[src/asct_pkg.sv]
package asct_pkg;

  localparam int MaxSequenceBytes = 16;
  localparam int SeqLenW = $clog2(MaxSequenceBytes);

  localparam int TokenW = 6;
  localparam logic [TokenW-1:0] TokenMax = '1;

  localparam logic [15:0] LineColumnsReset = 16'd80;
  localparam logic [15:0] ColumnMax = 16'hFFFF;

  localparam logic [7:0] ChEsc  = 8'h1B;
  localparam logic [7:0] ChCsi  = 8'h5B;
  localparam logic [7:0] ChSgr  = 8'h6D;
  localparam logic [7:0] ChSemi = 8'h3B;
  localparam logic [7:0] ChCr   = 8'h0D;
  localparam logic [7:0] ChLf   = 8'h0A;
  localparam logic [7:0] ChZero = 8'h30;
  localparam logic [7:0] ChNine = 8'h39;

  localparam logic [TokenW-1:0] CodeReset = 6'd0;
  localparam logic [TokenW-1:0] CodeBold  = 6'd1;
  localparam logic [TokenW-1:0] CodeFgLo  = 6'd30;
  localparam logic [TokenW-1:0] CodeFgHi  = 6'd37;
  localparam logic [TokenW-1:0] CodeBgLo  = 6'd40;
  localparam logic [TokenW-1:0] CodeBgHi  = 6'd47;

  typedef logic [3:0] colour_t;
  localparam colour_t ColourDefault = 4'd8;

  typedef struct packed {
    logic    printable;
    colour_t fore;
    colour_t back;
    logic    bold;
  } attr_t;

  typedef struct packed {
    logic        kept;
    logic        printable;
    logic [15:0] column_now;
    logic        line_done;
    colour_t     fore_colour;
    colour_t     back_colour;
    logic        bold_on;
  } result_t;

endpackage

[src/asct_if.sv]
interface asct_text_if;
  logic       valid;
  logic       ready;
  logic [7:0] text_byte;
  logic       end_of_text;
  modport source(output valid, text_byte, end_of_text, input ready);
  modport sink(input valid, text_byte, end_of_text, output ready);
endinterface

interface asct_result_if;
  logic              valid;
  logic              ready;
  logic              kept;
  logic              printable;
  logic [15:0]       column_now;
  logic              line_done;
  asct_pkg::colour_t fore_colour;
  asct_pkg::colour_t back_colour;
  logic              bold_on;
  modport source(output valid, kept, printable, column_now, line_done, fore_colour,
                 back_colour, bold_on, input ready);
  modport sink(input valid, kept, printable, column_now, line_done, fore_colour,
               back_colour, bold_on, output ready);
endinterface

interface asct_cfg_if;
  logic        valid;
  logic        ready;
  logic [15:0] line_columns;
  modport source(output valid, line_columns, input ready);
  modport sink(input valid, line_columns, output ready);
endinterface

[src/asct_parser.sv]
module asct_parser (
  input  logic                clk,
  input  logic                rst,
  input  logic                step,
  input  logic [7:0]          byte_in,
  output asct_pkg::attr_t     attr
);

  typedef enum logic [1:0] {
    PH_WAIT = 2'd0,
    PH_TYPE = 2'd1,
    PH_CSI  = 2'd2
  } phase_t;

  phase_t                           phase, phase_next;
  logic [asct_pkg::SeqLenW-1:0]     seq_len, seq_len_next;
  logic [asct_pkg::SeqLenW:0]       seq_len_inc;
  logic [asct_pkg::TokenW-1:0]      token_value, token_value_next;
  logic                             token_present, token_present_next;
  logic                             token_bad, token_bad_next;
  logic                             seq_failed, seq_failed_next;
  asct_pkg::colour_t                pend_fore, pend_fore_next;
  asct_pkg::colour_t                pend_back, pend_back_next;
  logic                             pend_bold, pend_bold_next;
  asct_pkg::colour_t                fore_now, fore_now_next;
  asct_pkg::colour_t                back_now, back_now_next;
  logic                             bold_now, bold_now_next;

  // token close, applied onto pending attributes
  asct_pkg::colour_t                fin_fore, fin_back;
  logic                             fin_bold, fin_failed;
  logic [9:0]                       acc;
  logic                             is_digit;
  logic                             printable;

  assign seq_len_inc = {1'b0, seq_len} + 1'b1;
  assign is_digit = (byte_in >= asct_pkg::ChZero) && (byte_in <= asct_pkg::ChNine);
  assign acc = 10'(token_value) * 10'd10 + 10'(byte_in[3:0]);

  always_comb begin
    fin_fore   = pend_fore;
    fin_back   = pend_back;
    fin_bold   = pend_bold;
    fin_failed = seq_failed;
    if (!seq_failed && token_present) begin
      if (token_bad) begin
        fin_fore   = asct_pkg::ColourDefault;
        fin_back   = asct_pkg::ColourDefault;
        fin_failed = 1'b1;
      end else if (token_value == asct_pkg::CodeReset) begin
        fin_fore = asct_pkg::ColourDefault;
        fin_back = asct_pkg::ColourDefault;
      end else if (token_value >= asct_pkg::CodeFgLo && token_value <= asct_pkg::CodeFgHi) begin
        fin_fore = 4'(token_value - asct_pkg::CodeFgLo);
      end else if (token_value >= asct_pkg::CodeBgLo && token_value <= asct_pkg::CodeBgHi) begin
        fin_back = 4'(token_value - asct_pkg::CodeBgLo);
      end else if (token_value == asct_pkg::CodeBold) begin
        fin_bold = 1'b1;
      end
    end
  end

  always_comb begin
    phase_next         = phase;
    seq_len_next       = seq_len;
    token_value_next   = token_value;
    token_present_next = token_present;
    token_bad_next     = token_bad;
    seq_failed_next    = seq_failed;
    pend_fore_next     = pend_fore;
    pend_back_next     = pend_back;
    pend_bold_next     = pend_bold;
    fore_now_next      = fore_now;
    back_now_next      = back_now;
    bold_now_next      = bold_now;
    printable          = 1'b0;
    if (step) begin
      unique case (phase)
        PH_TYPE: begin
          if (byte_in == asct_pkg::ChCsi) begin
            phase_next         = PH_CSI;
            seq_len_next       = '0;
            seq_failed_next    = 1'b0;
            token_value_next   = '0;
            token_present_next = 1'b0;
            token_bad_next     = 1'b0;
            pend_fore_next     = fore_now;
            pend_back_next     = back_now;
            pend_bold_next     = bold_now;
          end else begin
            phase_next = PH_WAIT;
          end
        end
        PH_CSI: begin
          if (byte_in == asct_pkg::ChSgr) begin
            seq_failed_next    = fin_failed;
            pend_fore_next     = fin_fore;
            pend_back_next     = fin_back;
            pend_bold_next     = fin_bold;
            fore_now_next      = fin_fore;
            back_now_next      = fin_back;
            bold_now_next      = fin_bold;
            token_value_next   = '0;
            token_present_next = 1'b0;
            token_bad_next     = 1'b0;
            phase_next         = PH_WAIT;
          end else if (seq_len_inc >= (asct_pkg::SeqLenW+1)'(asct_pkg::MaxSequenceBytes)) begin
            // overlong sequence is dropped
            phase_next = PH_WAIT;
          end else begin
            seq_len_next = seq_len_inc[asct_pkg::SeqLenW-1:0];
            if (byte_in == asct_pkg::ChSemi) begin
              seq_failed_next    = fin_failed;
              pend_fore_next     = fin_fore;
              pend_back_next     = fin_back;
              pend_bold_next     = fin_bold;
              token_value_next   = '0;
              token_present_next = 1'b0;
              token_bad_next     = 1'b0;
            end else begin
              token_present_next = 1'b1;
              if (is_digit) begin
                token_value_next = (acc > 10'(asct_pkg::TokenMax)) ? asct_pkg::TokenMax
                                                                    : acc[asct_pkg::TokenW-1:0];
              end else begin
                token_bad_next = 1'b1;
              end
            end
          end
        end
        default: begin
          if (byte_in == asct_pkg::ChEsc) begin
            phase_next = PH_TYPE;
          end else begin
            printable = 1'b1;
          end
        end
      endcase
    end
  end

  always_ff @(posedge clk) begin
    if (rst) begin
      phase         <= PH_WAIT;
      seq_len       <= '0;
      token_value   <= '0;
      token_present <= 1'b0;
      token_bad     <= 1'b0;
      seq_failed    <= 1'b0;
      pend_fore     <= asct_pkg::ColourDefault;
      pend_back     <= asct_pkg::ColourDefault;
      pend_bold     <= 1'b0;
      fore_now      <= asct_pkg::ColourDefault;
      back_now      <= asct_pkg::ColourDefault;
      bold_now      <= 1'b0;
    end else begin
      phase         <= phase_next;
      seq_len       <= seq_len_next;
      token_value   <= token_value_next;
      token_present <= token_present_next;
      token_bad     <= token_bad_next;
      seq_failed    <= seq_failed_next;
      pend_fore     <= pend_fore_next;
      pend_back     <= pend_back_next;
      pend_bold     <= pend_bold_next;
      fore_now      <= fore_now_next;
      back_now      <= back_now_next;
      bold_now      <= bold_now_next;
    end
  end

  assign attr.printable = printable;
  assign attr.fore      = fore_now_next;
  assign attr.back      = back_now_next;
  assign attr.bold      = bold_now_next;

endmodule

[src/asct_column.sv]
module asct_column (
  input  logic             clk,
  input  logic             rst,
  asct_cfg_if.sink         cfg,
  input  logic             step,
  input  logic             kept,
  input  logic             printable,
  input  logic             last,
  output logic [15:0]      column_now,
  output logic             line_done
);

  logic [15:0] line_columns;
  logic [15:0] column_count, column_count_next;
  logic [15:0] count_inc;
  logic        width_done;

  assign cfg.ready = 1'b1;

  always_comb begin
    count_inc = column_count;
    if (kept && printable && column_count != asct_pkg::ColumnMax) begin
      count_inc = column_count + 16'd1;
    end
    width_done = kept && (line_columns != '0) && (count_inc >= line_columns);
    column_count_next = width_done ? '0 : count_inc;
    line_done = width_done;
    if (last) begin
      if (column_count_next != '0) begin
        line_done = 1'b1;
      end
      column_count_next = '0;
    end
  end

  assign column_now = count_inc;

  always_ff @(posedge clk) begin
    if (rst) begin
      line_columns <= asct_pkg::LineColumnsReset;
      column_count <= '0;
    end else begin
      if (cfg.valid) begin
        line_columns <= cfg.line_columns;
      end
      if (step) begin
        column_count <= column_count_next;
      end
    end
  end

endmodule

[src/asct_outbuf.sv]
module asct_outbuf (
  input  logic              clk,
  input  logic              rst,
  input  logic              push,
  input  asct_pkg::result_t push_data,
  output logic              full,
  input  logic              pop,
  output logic              valid,
  output asct_pkg::result_t data
);

  asct_pkg::result_t mem [2];
  logic              wr_ptr;
  logic              rd_ptr;
  logic [1:0]        count;

  assign full  = count[1];
  assign valid = count != 2'd0;
  assign data  = mem[rd_ptr];

  always_ff @(posedge clk) begin
    if (push) begin
      mem[wr_ptr] <= push_data;
    end
  end

  always_ff @(posedge clk) begin
    if (rst) begin
      wr_ptr <= 1'b0;
      rd_ptr <= 1'b0;
      count  <= 2'd0;
    end else begin
      if (push) begin
        wr_ptr <= ~wr_ptr;
      end
      if (pop) begin
        rd_ptr <= ~rd_ptr;
      end
      count <= count + 2'(push) - 2'(pop);
    end
  end

endmodule

[src/ansi_sgr_color_tracker_wrap.sv]
// ANSI SGR colour tracker with line wrapping.
// text: one byte per transaction with an end_of_text flag. Every byte yields
//   exactly one transaction on result, in order: kept (0 for CR/LF), printable,
//   column_now, line_done and the colour/bold state after the byte.
// cfg: writes line_columns (reset 80, 0 disables wrapping); always ready.
//   Write it only while no result is outstanding.
// A taken byte's result is registered in the result buffer before it shows on result.
// Throughput: one byte per cycle while text is ready; the parser state and column
//   count update as each byte is taken, so the loop through them sets the rate.
// A two-entry result buffer sits on the output: text stays ready while one
//   result waits, and drops ready only when two results are held back by a
//   stalled receiver; nothing is lost or repeated.
// Reset (rst, synchronous, active high): parser waits for ESC, colours go to
//   default, bold off, column count zero, result buffer empty, width 80.
module ansi_sgr_color_tracker_wrap (
  input  logic           clk,
  input  logic           rst,
  asct_text_if.sink      text,
  asct_result_if.source  result,
  asct_cfg_if.sink       cfg
);

  logic              accept;
  logic              kept;
  logic              full;
  logic              pop;
  logic [15:0]       column_now;
  logic              line_done;
  asct_pkg::attr_t   attr;
  asct_pkg::result_t res_in;
  asct_pkg::result_t res_out;

  assign text.ready = ~full;
  assign accept     = text.valid && text.ready;
  assign kept       = (text.text_byte != asct_pkg::ChCr) && (text.text_byte != asct_pkg::ChLf);

  asct_parser u_parser (
    .clk     (clk),
    .rst     (rst),
    .step    (accept && kept),
    .byte_in (text.text_byte),
    .attr    (attr)
  );

  asct_column u_column (
    .clk        (clk),
    .rst        (rst),
    .cfg        (cfg),
    .step       (accept),
    .kept       (kept),
    .printable  (attr.printable),
    .last       (text.end_of_text),
    .column_now (column_now),
    .line_done  (line_done)
  );

  always_comb begin
    res_in.kept        = kept;
    res_in.printable   = attr.printable;
    res_in.column_now  = column_now;
    res_in.line_done   = line_done;
    res_in.fore_colour = attr.fore;
    res_in.back_colour = attr.back;
    res_in.bold_on     = attr.bold;
  end

  assign pop = result.valid && result.ready;

  asct_outbuf u_outbuf (
    .clk       (clk),
    .rst       (rst),
    .push      (accept),
    .push_data (res_in),
    .full      (full),
    .pop       (pop),
    .valid     (result.valid),
    .data      (res_out)
  );

  assign result.kept        = res_out.kept;
  assign result.printable   = res_out.printable;
  assign result.column_now  = res_out.column_now;
  assign result.line_done   = res_out.line_done;
  assign result.fore_colour = res_out.fore_colour;
  assign result.back_colour = res_out.back_colour;
  assign result.bold_on     = res_out.bold_on;

  a_result_follows: assert property (@(posedge clk) disable iff (rst)
    accept |=> result.valid)
    else $error("accepted byte left no result");

  a_printable_kept: assert property (@(posedge clk) disable iff (rst)
    result.valid |-> (!result.printable || result.kept))
    else $error("dropped byte marked printable");

  a_colour_range: assert property (@(posedge clk) disable iff (rst)
    result.valid |-> (result.fore_colour <= asct_pkg::ColourDefault &&
                      result.back_colour <= asct_pkg::ColourDefault))
    else $error("colour code out of range");

  a_no_overflow: assert property (@(posedge clk) disable iff (rst)
    full |-> !accept)
    else $error("byte accepted into a full result buffer");

endmodule
[src/flat_wrapper.sv]
// flat-port wrapper written by rule: the top's interface ports become plain ports
module ansi_sgr_color_tracker_wrap_flat 
  (clk, rst, text_valid, text_text_byte, text_end_of_text, text_ready, result_valid, result_kept, result_printable, result_column_now, result_line_done, result_fore_colour, result_back_colour, result_bold_on, result_ready, cfg_valid, cfg_line_columns, cfg_ready);
  asct_text_if text_i ();
  asct_result_if result_i ();
  asct_cfg_if cfg_i ();
  input  logic clk;
  input  logic rst;
  input wire logic [$bits(text_i.valid)-1:0] text_valid;
  input wire logic [$bits(text_i.text_byte)-1:0] text_text_byte;
  input wire logic [$bits(text_i.end_of_text)-1:0] text_end_of_text;
  output wire logic [$bits(text_i.ready)-1:0] text_ready;
  output wire logic [$bits(result_i.valid)-1:0] result_valid;
  output wire logic [$bits(result_i.kept)-1:0] result_kept;
  output wire logic [$bits(result_i.printable)-1:0] result_printable;
  output wire logic [$bits(result_i.column_now)-1:0] result_column_now;
  output wire logic [$bits(result_i.line_done)-1:0] result_line_done;
  output wire logic [$bits(result_i.fore_colour)-1:0] result_fore_colour;
  output wire logic [$bits(result_i.back_colour)-1:0] result_back_colour;
  output wire logic [$bits(result_i.bold_on)-1:0] result_bold_on;
  input wire logic [$bits(result_i.ready)-1:0] result_ready;
  input wire logic [$bits(cfg_i.valid)-1:0] cfg_valid;
  input wire logic [$bits(cfg_i.line_columns)-1:0] cfg_line_columns;
  output wire logic [$bits(cfg_i.ready)-1:0] cfg_ready;
  assign text_i.valid = text_valid;
  assign text_i.text_byte = text_text_byte;
  assign text_i.end_of_text = text_end_of_text;
  assign text_ready = text_i.ready;
  assign result_valid = result_i.valid;
  assign result_kept = result_i.kept;
  assign result_printable = result_i.printable;
  assign result_column_now = result_i.column_now;
  assign result_line_done = result_i.line_done;
  assign result_fore_colour = result_i.fore_colour;
  assign result_back_colour = result_i.back_colour;
  assign result_bold_on = result_i.bold_on;
  assign result_i.ready = result_ready;
  assign cfg_i.valid = cfg_valid;
  assign cfg_i.line_columns = cfg_line_columns;
  assign cfg_ready = cfg_i.ready;
  ansi_sgr_color_tracker_wrap u_core (.clk(clk), .rst(rst), .text(text_i), .result(result_i), .cfg(cfg_i));
endmodule
[config.mk]
export PLATFORM = sky130hd
export DESIGN_NAME = ansi_sgr_color_tracker_wrap_flat
export DESIGN_NICKNAME = d
export VERILOG_FILES = /design/src/asct_pkg.sv /design/src/asct_if.sv /design/src/asct_parser.sv /design/src/asct_column.sv /design/src/asct_outbuf.sv /design/src/ansi_sgr_color_tracker_wrap.sv /design/src/flat_wrapper.sv
export SDC_FILE = /design/constraint.sdc
export NUM_CORES = 1
export LEC_CHECK = 0
export ABC_CLOCK_PERIOD_IN_PS = 8300
export CORE_MARGIN = 10
export CORE_UTILIZATION = 45
export DETAILED_ROUTE_END_ITERATION = 8
export DONT_BUFFER_PORTS = 1
export RECOVER_POWER = 25
export SKIP_CTS_REPAIR_TIMING = 1
export SLEW_MARGIN = 10
export SYNTH_ARGS = -nofsm -noshare
export SYNTH_HDL_FRONTEND = slang
export SYNTH_SLANG_ARGS = --single-unit
[constraint.sdc]
create_clock -name clk -period 8.3 [get_ports clk]
set_input_delay 1.245 -clock clk [delete_from_list [all_inputs] [get_ports clk]]
set_output_delay 1.245 -clock clk [all_outputs]
set_load 0.05 [all_outputs]
==> qor.txt, run 1 <==
Vias per std cell - 5.70
Detailed router's first-iteration violation count - 347
Number of antenna violations at the first check in global routing - 0
Upper clock frequency limit - 0.160 GHz
Die height - 141 um
Cells after Synth - 660
Post-detailed-route DRC marker count - 0
Layout Skew - 0.0116 ns
Die boundary width - 141 um
Via count of the first global-routing pass - 4676
Net count reported at finish - 716
Most numerous cell types in the synthesized netlist - 70 x dfxtp_1, 57 x nor2_1, 56 x edfxtp_1, 56 x nand2_1, 49 x a21oi_1
Number of distinct standard cells referenced by the synthesized netlist - 64
Worst path cell trace - nor2b_1, clkbuf_1, inv_1, a311oi_2, nand3_1, nor2_1, xor2_1, ha_1, or4_1, a221oi_1, o21ai_0, a222oi_1, nor4b_2, a41oi_1
Violations in the final reports - capacitance limit, slew limit
Critical path buffer and inverter count - 2
Total power density per cell area - 257 nW/um^2
Static leakage power - 2.72 nW
Clock transition at the registers of the reported paths - 0.05 ns
Total overflow reported by the global router - 0
Placed wire-length estimate after detailed placement - 11.0 mm
Cell types with the largest area share after synthesis - edfxtp_1 26%, dfxtp_1 21%, ha_1 6.7%, mux2_2 5.5%, a21oi_1 3.7%
Netlist area before placement - 6560 sq um
Crit Path Category - in -> reg
Tightest slew margin relative to the limit - -0.485
Flip-flop cell with the highest count after synthesis - dfxtp_1
Weighted congestion reported at the end of routability-driven placement - 0.919
Die footprint - 19800 sq um
Final setup violation count - 0
Setup TNS - 0 ns
Max-cap violations - 1
Multi-input combinational cell area - 3180 sq um
Most frequent cell after synthesis - dfxtp_1
Placeable core region - 14400 sq um
IO buf count - 0
Area growth, synth to finish - 10.7%
Post-detailed-route wirelength per cell - 18.3 um
CTS tree - yes
Placed Instances - 814
FF+latch count, synth - 126
Slew at the pin with the worst max-slew slack - 2.23 ns
Sw Share - 0.329
Hold Vio Cnt, Final - 0
Total clock sinks - 126
Crit Path Max Fanout - 20
Final-layout worst hold slack - 0.451 ns
Ratio of cells with drive above 1 in the final layout - 0.118
Final worst path period need - 6.24 ns
Share of total power in combinational logic - 0.218
Relative contribution of sequential cells to total power - 0.392
Share of synthesized area occupied by flip-flops and latches - 0.470
Worst Path Required - 8.43 ns
Worst slack, placed - 2.49 ns
Combined flip-flop and latch cell area - 3080 sq um
Post-synth ARST share - 0
P_int - 1.25 mW
Net switching power - 613 uW
Diodes inserted - 0
Largest area contributor in the netlist - edfxtp_1
Buffer type at the clock tree root - clkbuf_16
Clock network fraction of design power - 0.390
Cts bufs inserted - 17
Post-Syn Area per Cell - 9.95 sq um
Final instance count without filler cells - 846
Global Route Usage Sum - 0.159
Final WS setup - 2.06 ns
CP Depth - 14
Unrepaired setup endpoints after global routing - no
Critical path startpoint category - input port
Wire length of the first global-routing pass - 25.2 mm
Hold Path Depth - 2
Later-pin clock latency in the skew report - 0.42 ns
Total of fill cells in the finished design - 1359
Share of the synthesized area in the top cell type - 0.256
Status - finished, violations left
Total chip power - 1.87 mW
Category of the worst setup path capture point - flop
Worst Reg-to-Reg Cells - 14
Crit path DAT - 6.37 ns
Worst min-delay path category - reg -> reg
Largest stage delay on the critical path - 0.65 ns
Highest-delay cell along the critical path - clkbuf_1
Yosys warns - 0
I/O pin total - 61
Max Slew Vio Count - 29
Starting Density - 0.455
Total via count in the routed design - 4823
Tcrit/Tclk final - 0.751
Std-Cell Rows - 44
Routed Antenna Nets - 0
Detailed-routing iteration count for the pre-antenna-repair pass - 5
Post-Route WL - 15.5 mm
Maximum ir drop on the vdd rail - 0.164 mV
Buffer levels on the longest clock path - 2
Worst path top cell family by delay - simple AND/OR/NAND/NOR gates
Number of enable-type register cells in the synthesized netlist - 56
Net count of the mapped netlist - 727
H-Tree Depth - 4
Largest net degree at the start of global routing - 59
layer usage:
layer,part of all wire,up-vias,track usage,wire (um)
li1,-,2352,-,-
met1,0.47,2312,0.209,7280
met2,0.43,136,0.229,6620
met3,0.081,23,0.0628,1250
met4,0.021,0,0.0576,319
met5,0,-,0,0
sequential cells by signal (all words and copies together) (netlist names), named ones only:
register and cells:
u_core.u_column.column_count 16, u_core.u_column.line_columns 16, u_core.u_outbuf.count 2, u_core.u_outbuf.mem 56
u_core.u_outbuf.rd_ptr 1, u_core.u_outbuf.wr_ptr 1, u_core.u_parser.back_now 4, u_core.u_parser.bold_now 1
u_core.u_parser.fore_now 4, u_core.u_parser.pend_back 4, u_core.u_parser.pend_bold 1, u_core.u_parser.pend_fore 4
u_core.u_parser.phase 2, u_core.u_parser.seq_failed 1, u_core.u_parser.seq_len 4, u_core.u_parser.token_bad 1
u_core.u_parser.token_present 1, u_core.u_parser.token_value 6
power groups by stage:
stage	sequential (mW)	combinational [mW]	clock [mW]
final	0.732	0.406	0.728
after floorplan	0.738	0.361	0
after detailed placement	0.744	0.415	0
after global placement	0.742	0.414	0
after CTS	0.731	0.417	0.743
after global routing	0.737	0.435	0.776
worst min-delay path, delay by kind of cell (launching register included):
family,cells,cell delay (ns)
and+or+nand+nor,1,0.05
AOI/OAI and AO/OA,1,0.05
DFF,1,0.31
cell families (layout without fill, tap and decap cells):
kind of cell	count (synthesis)	count (layout)	share of synthesized area
and+or+nand+nor	224	224	0.172
DFF	126	126	0.470
AOI/OAI and AO/OA	118	118	0.117
buffers and inverters	74	76	0.0456
muxes	50	50	0.0823
adders and majority gates	37	37	0.0728
xor gates and xnor gates	30	30	0.0400
other	1	1	0.000571
cell type report:
type / count / share of cell area
multi-input combinational: 460 / 0.438
sequential: 126 / 0.424
clock inverter: 15 / 0.0224
timing repair buffer: 5 / 0.00465
tap: 184 / 0.0317
inverter: 39 / 0.0201
clock buffer: 17 / 0.0586
layout by cell type, fill, tap and decap left out, drive strengths merged, types with 4 or more instances in the layout:
cell / Yosys / layout
dfxtp: 70 / 70
o21ai: 15 / 15
mux2i: 18 / 18
a21oi: 49 / 49
xnor2: 20 / 20
nor2: 57 / 57
nor3: 11 / 11
ha: 35 / 35
xor2: 10 / 10
a211o: 6 / 6
nor2b: 11 / 11
a31oi: 6 / 6
o211ai: 4 / 4
nand2: 56 / 56
clkinv: 0 / 6
nor4: 6 / 6
nand2b: 5 / 5
and2: 13 / 13
nand4: 14 / 14
o21a: 7 / 7
inv: 39 / 43
a22oi: 6 / 6
mux2: 32 / 32
clkbuf: 19 / 18
edfxtp: 56 / 56
buf: 16 / 4
nand3: 25 / 25
or4: 6 / 6
a211oi: 7 / 7
and3: 5 / 5
per-stage QoR:
stage                      util  instance area (sq um)
after floorplan               -                   6560
after global placement    0.463                   6680
after detailed placement  0.463                   6680
after CTS                 0.504                   7270
after global routing      0.504                   7270
final                     0.504                   7270
final timing paths:
kind / from / to / slack (ns)
setup reg to reg: u_core.u_outbuf.count[1]$_SDFF_PP0_ / u_core.u_outbuf.mem[0][9]$_DFFE_PP_ / 2.58
hold / removal: u_core.u_parser.pend_back[1]$_SDFFE_PP0P_ / u_core.u_parser.pend_back[1]$_SDFFE_PP0P_ / 0.45
setup / recovery: text_valid / u_core.u_outbuf.mem[0][9]$_DFFE_PP_ / 2.06
hold reg to reg: u_core.u_parser.pend_back[1]$_SDFFE_PP0P_ / u_core.u_parser.pend_back[1]$_SDFFE_PP0P_ / 0.45
(Power assumes the default switching activity.)
==> run 2: changes to the inputs <==
Settings changed: ABC_AREA from default to 1, ABC_CLOCK_PERIOD_IN_PS 8300 to 6000.
Clock period 8.3 ns to 6 ns, I/O delays scaled along.
==> qor.txt, run 2 <==
Post-synthesis compound-gate area fraction - 0.105
Net switching power - 1.20 mW
P_int - 1.95 mW
Die footprint - 20700 sq um
Number of distinct standard cells referenced by the synthesized netlist - 46
Register with the highest flop count - u_core.u_outbuf.mem
Share of the synthesized area in the top cell type - 0.243
Share of the synthesized netlist area taken by xor and xnor gates - 0.0139
Net count of the mapped netlist - 908
Worst min-delay path category - reg -> reg
Crit Path Max Fanout - 24
Layout Skew - 0.00826 ns
Clock transition at the registers of the reported paths - 0.05 ns
Vias per std cell - 5.30
Clock network fraction of design power - 0.325
Placeable core region - 15100 sq um
Post-synth ARST share - 0
Starting Density - 0.456
Unrepaired setup endpoints after global routing - no
Buffer type at the clock tree root - clkbuf_16
Most frequent cell after synthesis - nand2_1
Critical path startpoint category - flop
Slew at the pin with the worst max-slew slack - 1.72 ns
Total overflow reported by the global router - 0
Adder-Cell Fraction of Synth Area - 0.0692
Most common cell after layout, fill and taps aside - nand2_1
Total clock sinks - 126
Cells after Synth - 841
Worst Path Required - 6.14 ns
Maximum ir drop on the vdd rail - 0.194 mV
Largest area contributor in the netlist - edfxtp_1
Ratio of cells with drive above 1 in the final layout - 0.117
IO buf count - 0
Net count reported at finish - 907
Flip-flop cell with the highest count after synthesis - dfxtp_1
Total power density per cell area - 414 nW/um^2
Std-Cell Rows - 45
FF+latch count, synth - 126
Final setup violation count - 0
Post-detailed-route wirelength per cell - 16.2 um
Sw Share - 0.381
Later-pin clock latency in the skew report - 0.42 ns
Yosys warns - 0
Wire length of the first global-routing pass - 27.5 mm
Area growth, synth to finish - 10.5%
Detailed router's first-iteration violation count - 464
Fraction of the mapped netlist area in simple logic gates - 0.241
Cell types with the largest area share after synthesis - edfxtp_1 24%, dfxtp_1 20%, nand2_1 10%, ha_1 6.3%, inv_1 5.3%
Largest register FFs - 56
Number of enable-type register cells in the synthesized netlist - 56
Relative contribution of sequential cells to total power - 0.348
Diodes inserted - 0
Hold Vio Cnt, Final - 0
Largest family of logic cells by synthesized area - simple AND/OR/NAND/NOR gates
Number of antenna violations at the first check in global routing - 0
Upper clock frequency limit - 0.203 GHz
Buffer levels on the longest clock path - 2
Setup TNS - 0 ns
Post-Route WL - 16.9 mm
Category of the worst setup path capture point - flop
Most numerous cell types in the synthesized netlist - 192 x nand2_1, 98 x inv_1, 70 x dfxtp_1, 67 x a21oi_1, 63 x nor2_1
Highest-count cells in the layout ignoring fill and taps - 194 x nand2_1, 99 x inv_1, 70 x dfxtp_1
I/O pin total - 61
Post-detailed-route DRC marker count - 0
Violations in the final reports - capacitance limit, slew limit
Max-cap violations - 1
Max Slew Vio Count - 28
Weighted congestion reported at the end of routability-driven placement - 0.891
Tightest slew margin relative to the limit - -0.144
Total via count in the routed design - 5522
Cts bufs inserted - 17
Crit path DAT - 5.08 ns
Die boundary width - 144 um
Mux contribution to synthesized area - 0.0456
Netlist area before placement - 6910 sq um
Share of total power in combinational logic - 0.327
Detailed-routing iteration count for the pre-antenna-repair pass - 7
Status - finished, violations left
Placed wire-length estimate after detailed placement - 12.1 mm
Final worst path period need - 4.94 ns
Via count of the first global-routing pass - 5279
Global Route Usage Sum - 0.168
Final Core Density - 0.504
Static leakage power - 3.16 nW
Share of synthesized area occupied by flip-flops and latches - 0.446
Tcrit/Tclk final - 0.823
Largest regs - u_core.u_outbuf.mem: 56 flops, u_core.u_column.column_count: 16 flops, u_core.u_column.line_columns: 16 flops
Post-Syn Area per Cell - 8.22 sq um
Die height - 144 um
H-Tree Depth - 4
Crit Path Category - reg -> reg
Total of fill cells in the finished design - 1421
CTS tree - yes
Routed Antenna Nets - 0
Largest net degree at the start of global routing - 40
run 2: worst max-delay path: stages, from the launching register on:
cell and delay, ns:
dfxtp_1 0.36, inv_1 0.24, nand2_1 0.12, clkbuf_1 0.81, inv_1 0.15, nand2_1 0.38
nor2_8 0.12, nand3_1 0.09, nand2_1 0.09, inv_1 0.18, ha_1 0.22, nand4_1 0.10
nor3_1 0.30, nand3_1 0.13, nand3_1 0.11, nand2_1 0.46, inv_1 0.35, a21oi_1 0.09
nor2_1 0.10, nand2_1 0.05, o21ai_1 0.13, nand2_1 0.07
run 2: path summary, 6_finish.rpt:
check / from / end / slack [ns] / depth (start not counted)
max: u_core.u_outbuf.count[1]$_SDFF_PP0_ / u_core.u_outbuf.mem[0][9]$_DFFE_PP_ / 1.06 / 21
min reg2reg: u_core.u_outbuf.rd_ptr$_SDFFE_PP0P_ / u_core.u_outbuf.rd_ptr$_SDFFE_PP0P_ / 0.45 / 1
min: u_core.u_outbuf.rd_ptr$_SDFFE_PP0P_ / u_core.u_outbuf.rd_ptr$_SDFFE_PP0P_ / 0.45 / 1
max reg2reg: u_core.u_outbuf.count[1]$_SDFF_PP0_ / u_core.u_outbuf.mem[0][9]$_DFFE_PP_ / 1.06 / 21
run 2: kinds of logic after synthesis:
group           Yosys count
compound gates          132
buf+inv                 138
fa+ha+maj                37
simple gates            368
flops                   126
mux                      28
other cells               1
xor+xnor                 11
run 2: metrics by stage:
step | cells | power [mW] | setup WS, ns | cell area [sq um] | hold WS (ns)
after detailed placement | 1009 | 2.15 | 1.55 | 7070 | 0.446
after floorplan | 841 | 1.96 | 2.49 | 6910 | 0.426
after CTS | 1041 | 3.18 | 1.51 | 7660 | 0.454
after global routing | 1041 | 3.34 | 0.581 | 7640 | 0.479
final | 1041 | 3.16 | 1.06 | 7640 | 0.453
after global placement | 1009 | 2.13 | 1.60 | 7070 | 0.433
run 2: cell type report:
class                           instances  area, sq um  area share
Multi-Input combinational cell        577         3270       0.429
Sequential cell                       126         3080       0.404
Clock buffer                           20          447      0.0585
Inverter                              114          429      0.0562
Tap cell                              188          235      0.0308
Clock inverter                         12          145      0.0190
Timing Repair Buffer                    4         22.5     0.00295
run 2: per-layer routing:
layer | global-route usage | up-vias | routed length, um
met3 | 0.0337 | 17 | 945
met2 | 0.244 | 167 | 7100
met1 | 0.237 | 2544 | 8640
li1 | - | 2794 | -
met5 | 0 | - | 0
met4 | 0.0656 | 0 | 182
run 2: power groups by stage:
stage / Clock [mW] / Sequential (mW) / Combinational, mW
floorplan: 0 / 1.09 / 0.867
global placement: 0 / 1.11 / 1.01
detailed placement: 0 / 1.12 / 1.03
CTS: 1.05 / 1.10 / 1.04
global route: 1.09 / 1.11 / 1.14
finish: 1.03 / 1.10 / 1.03
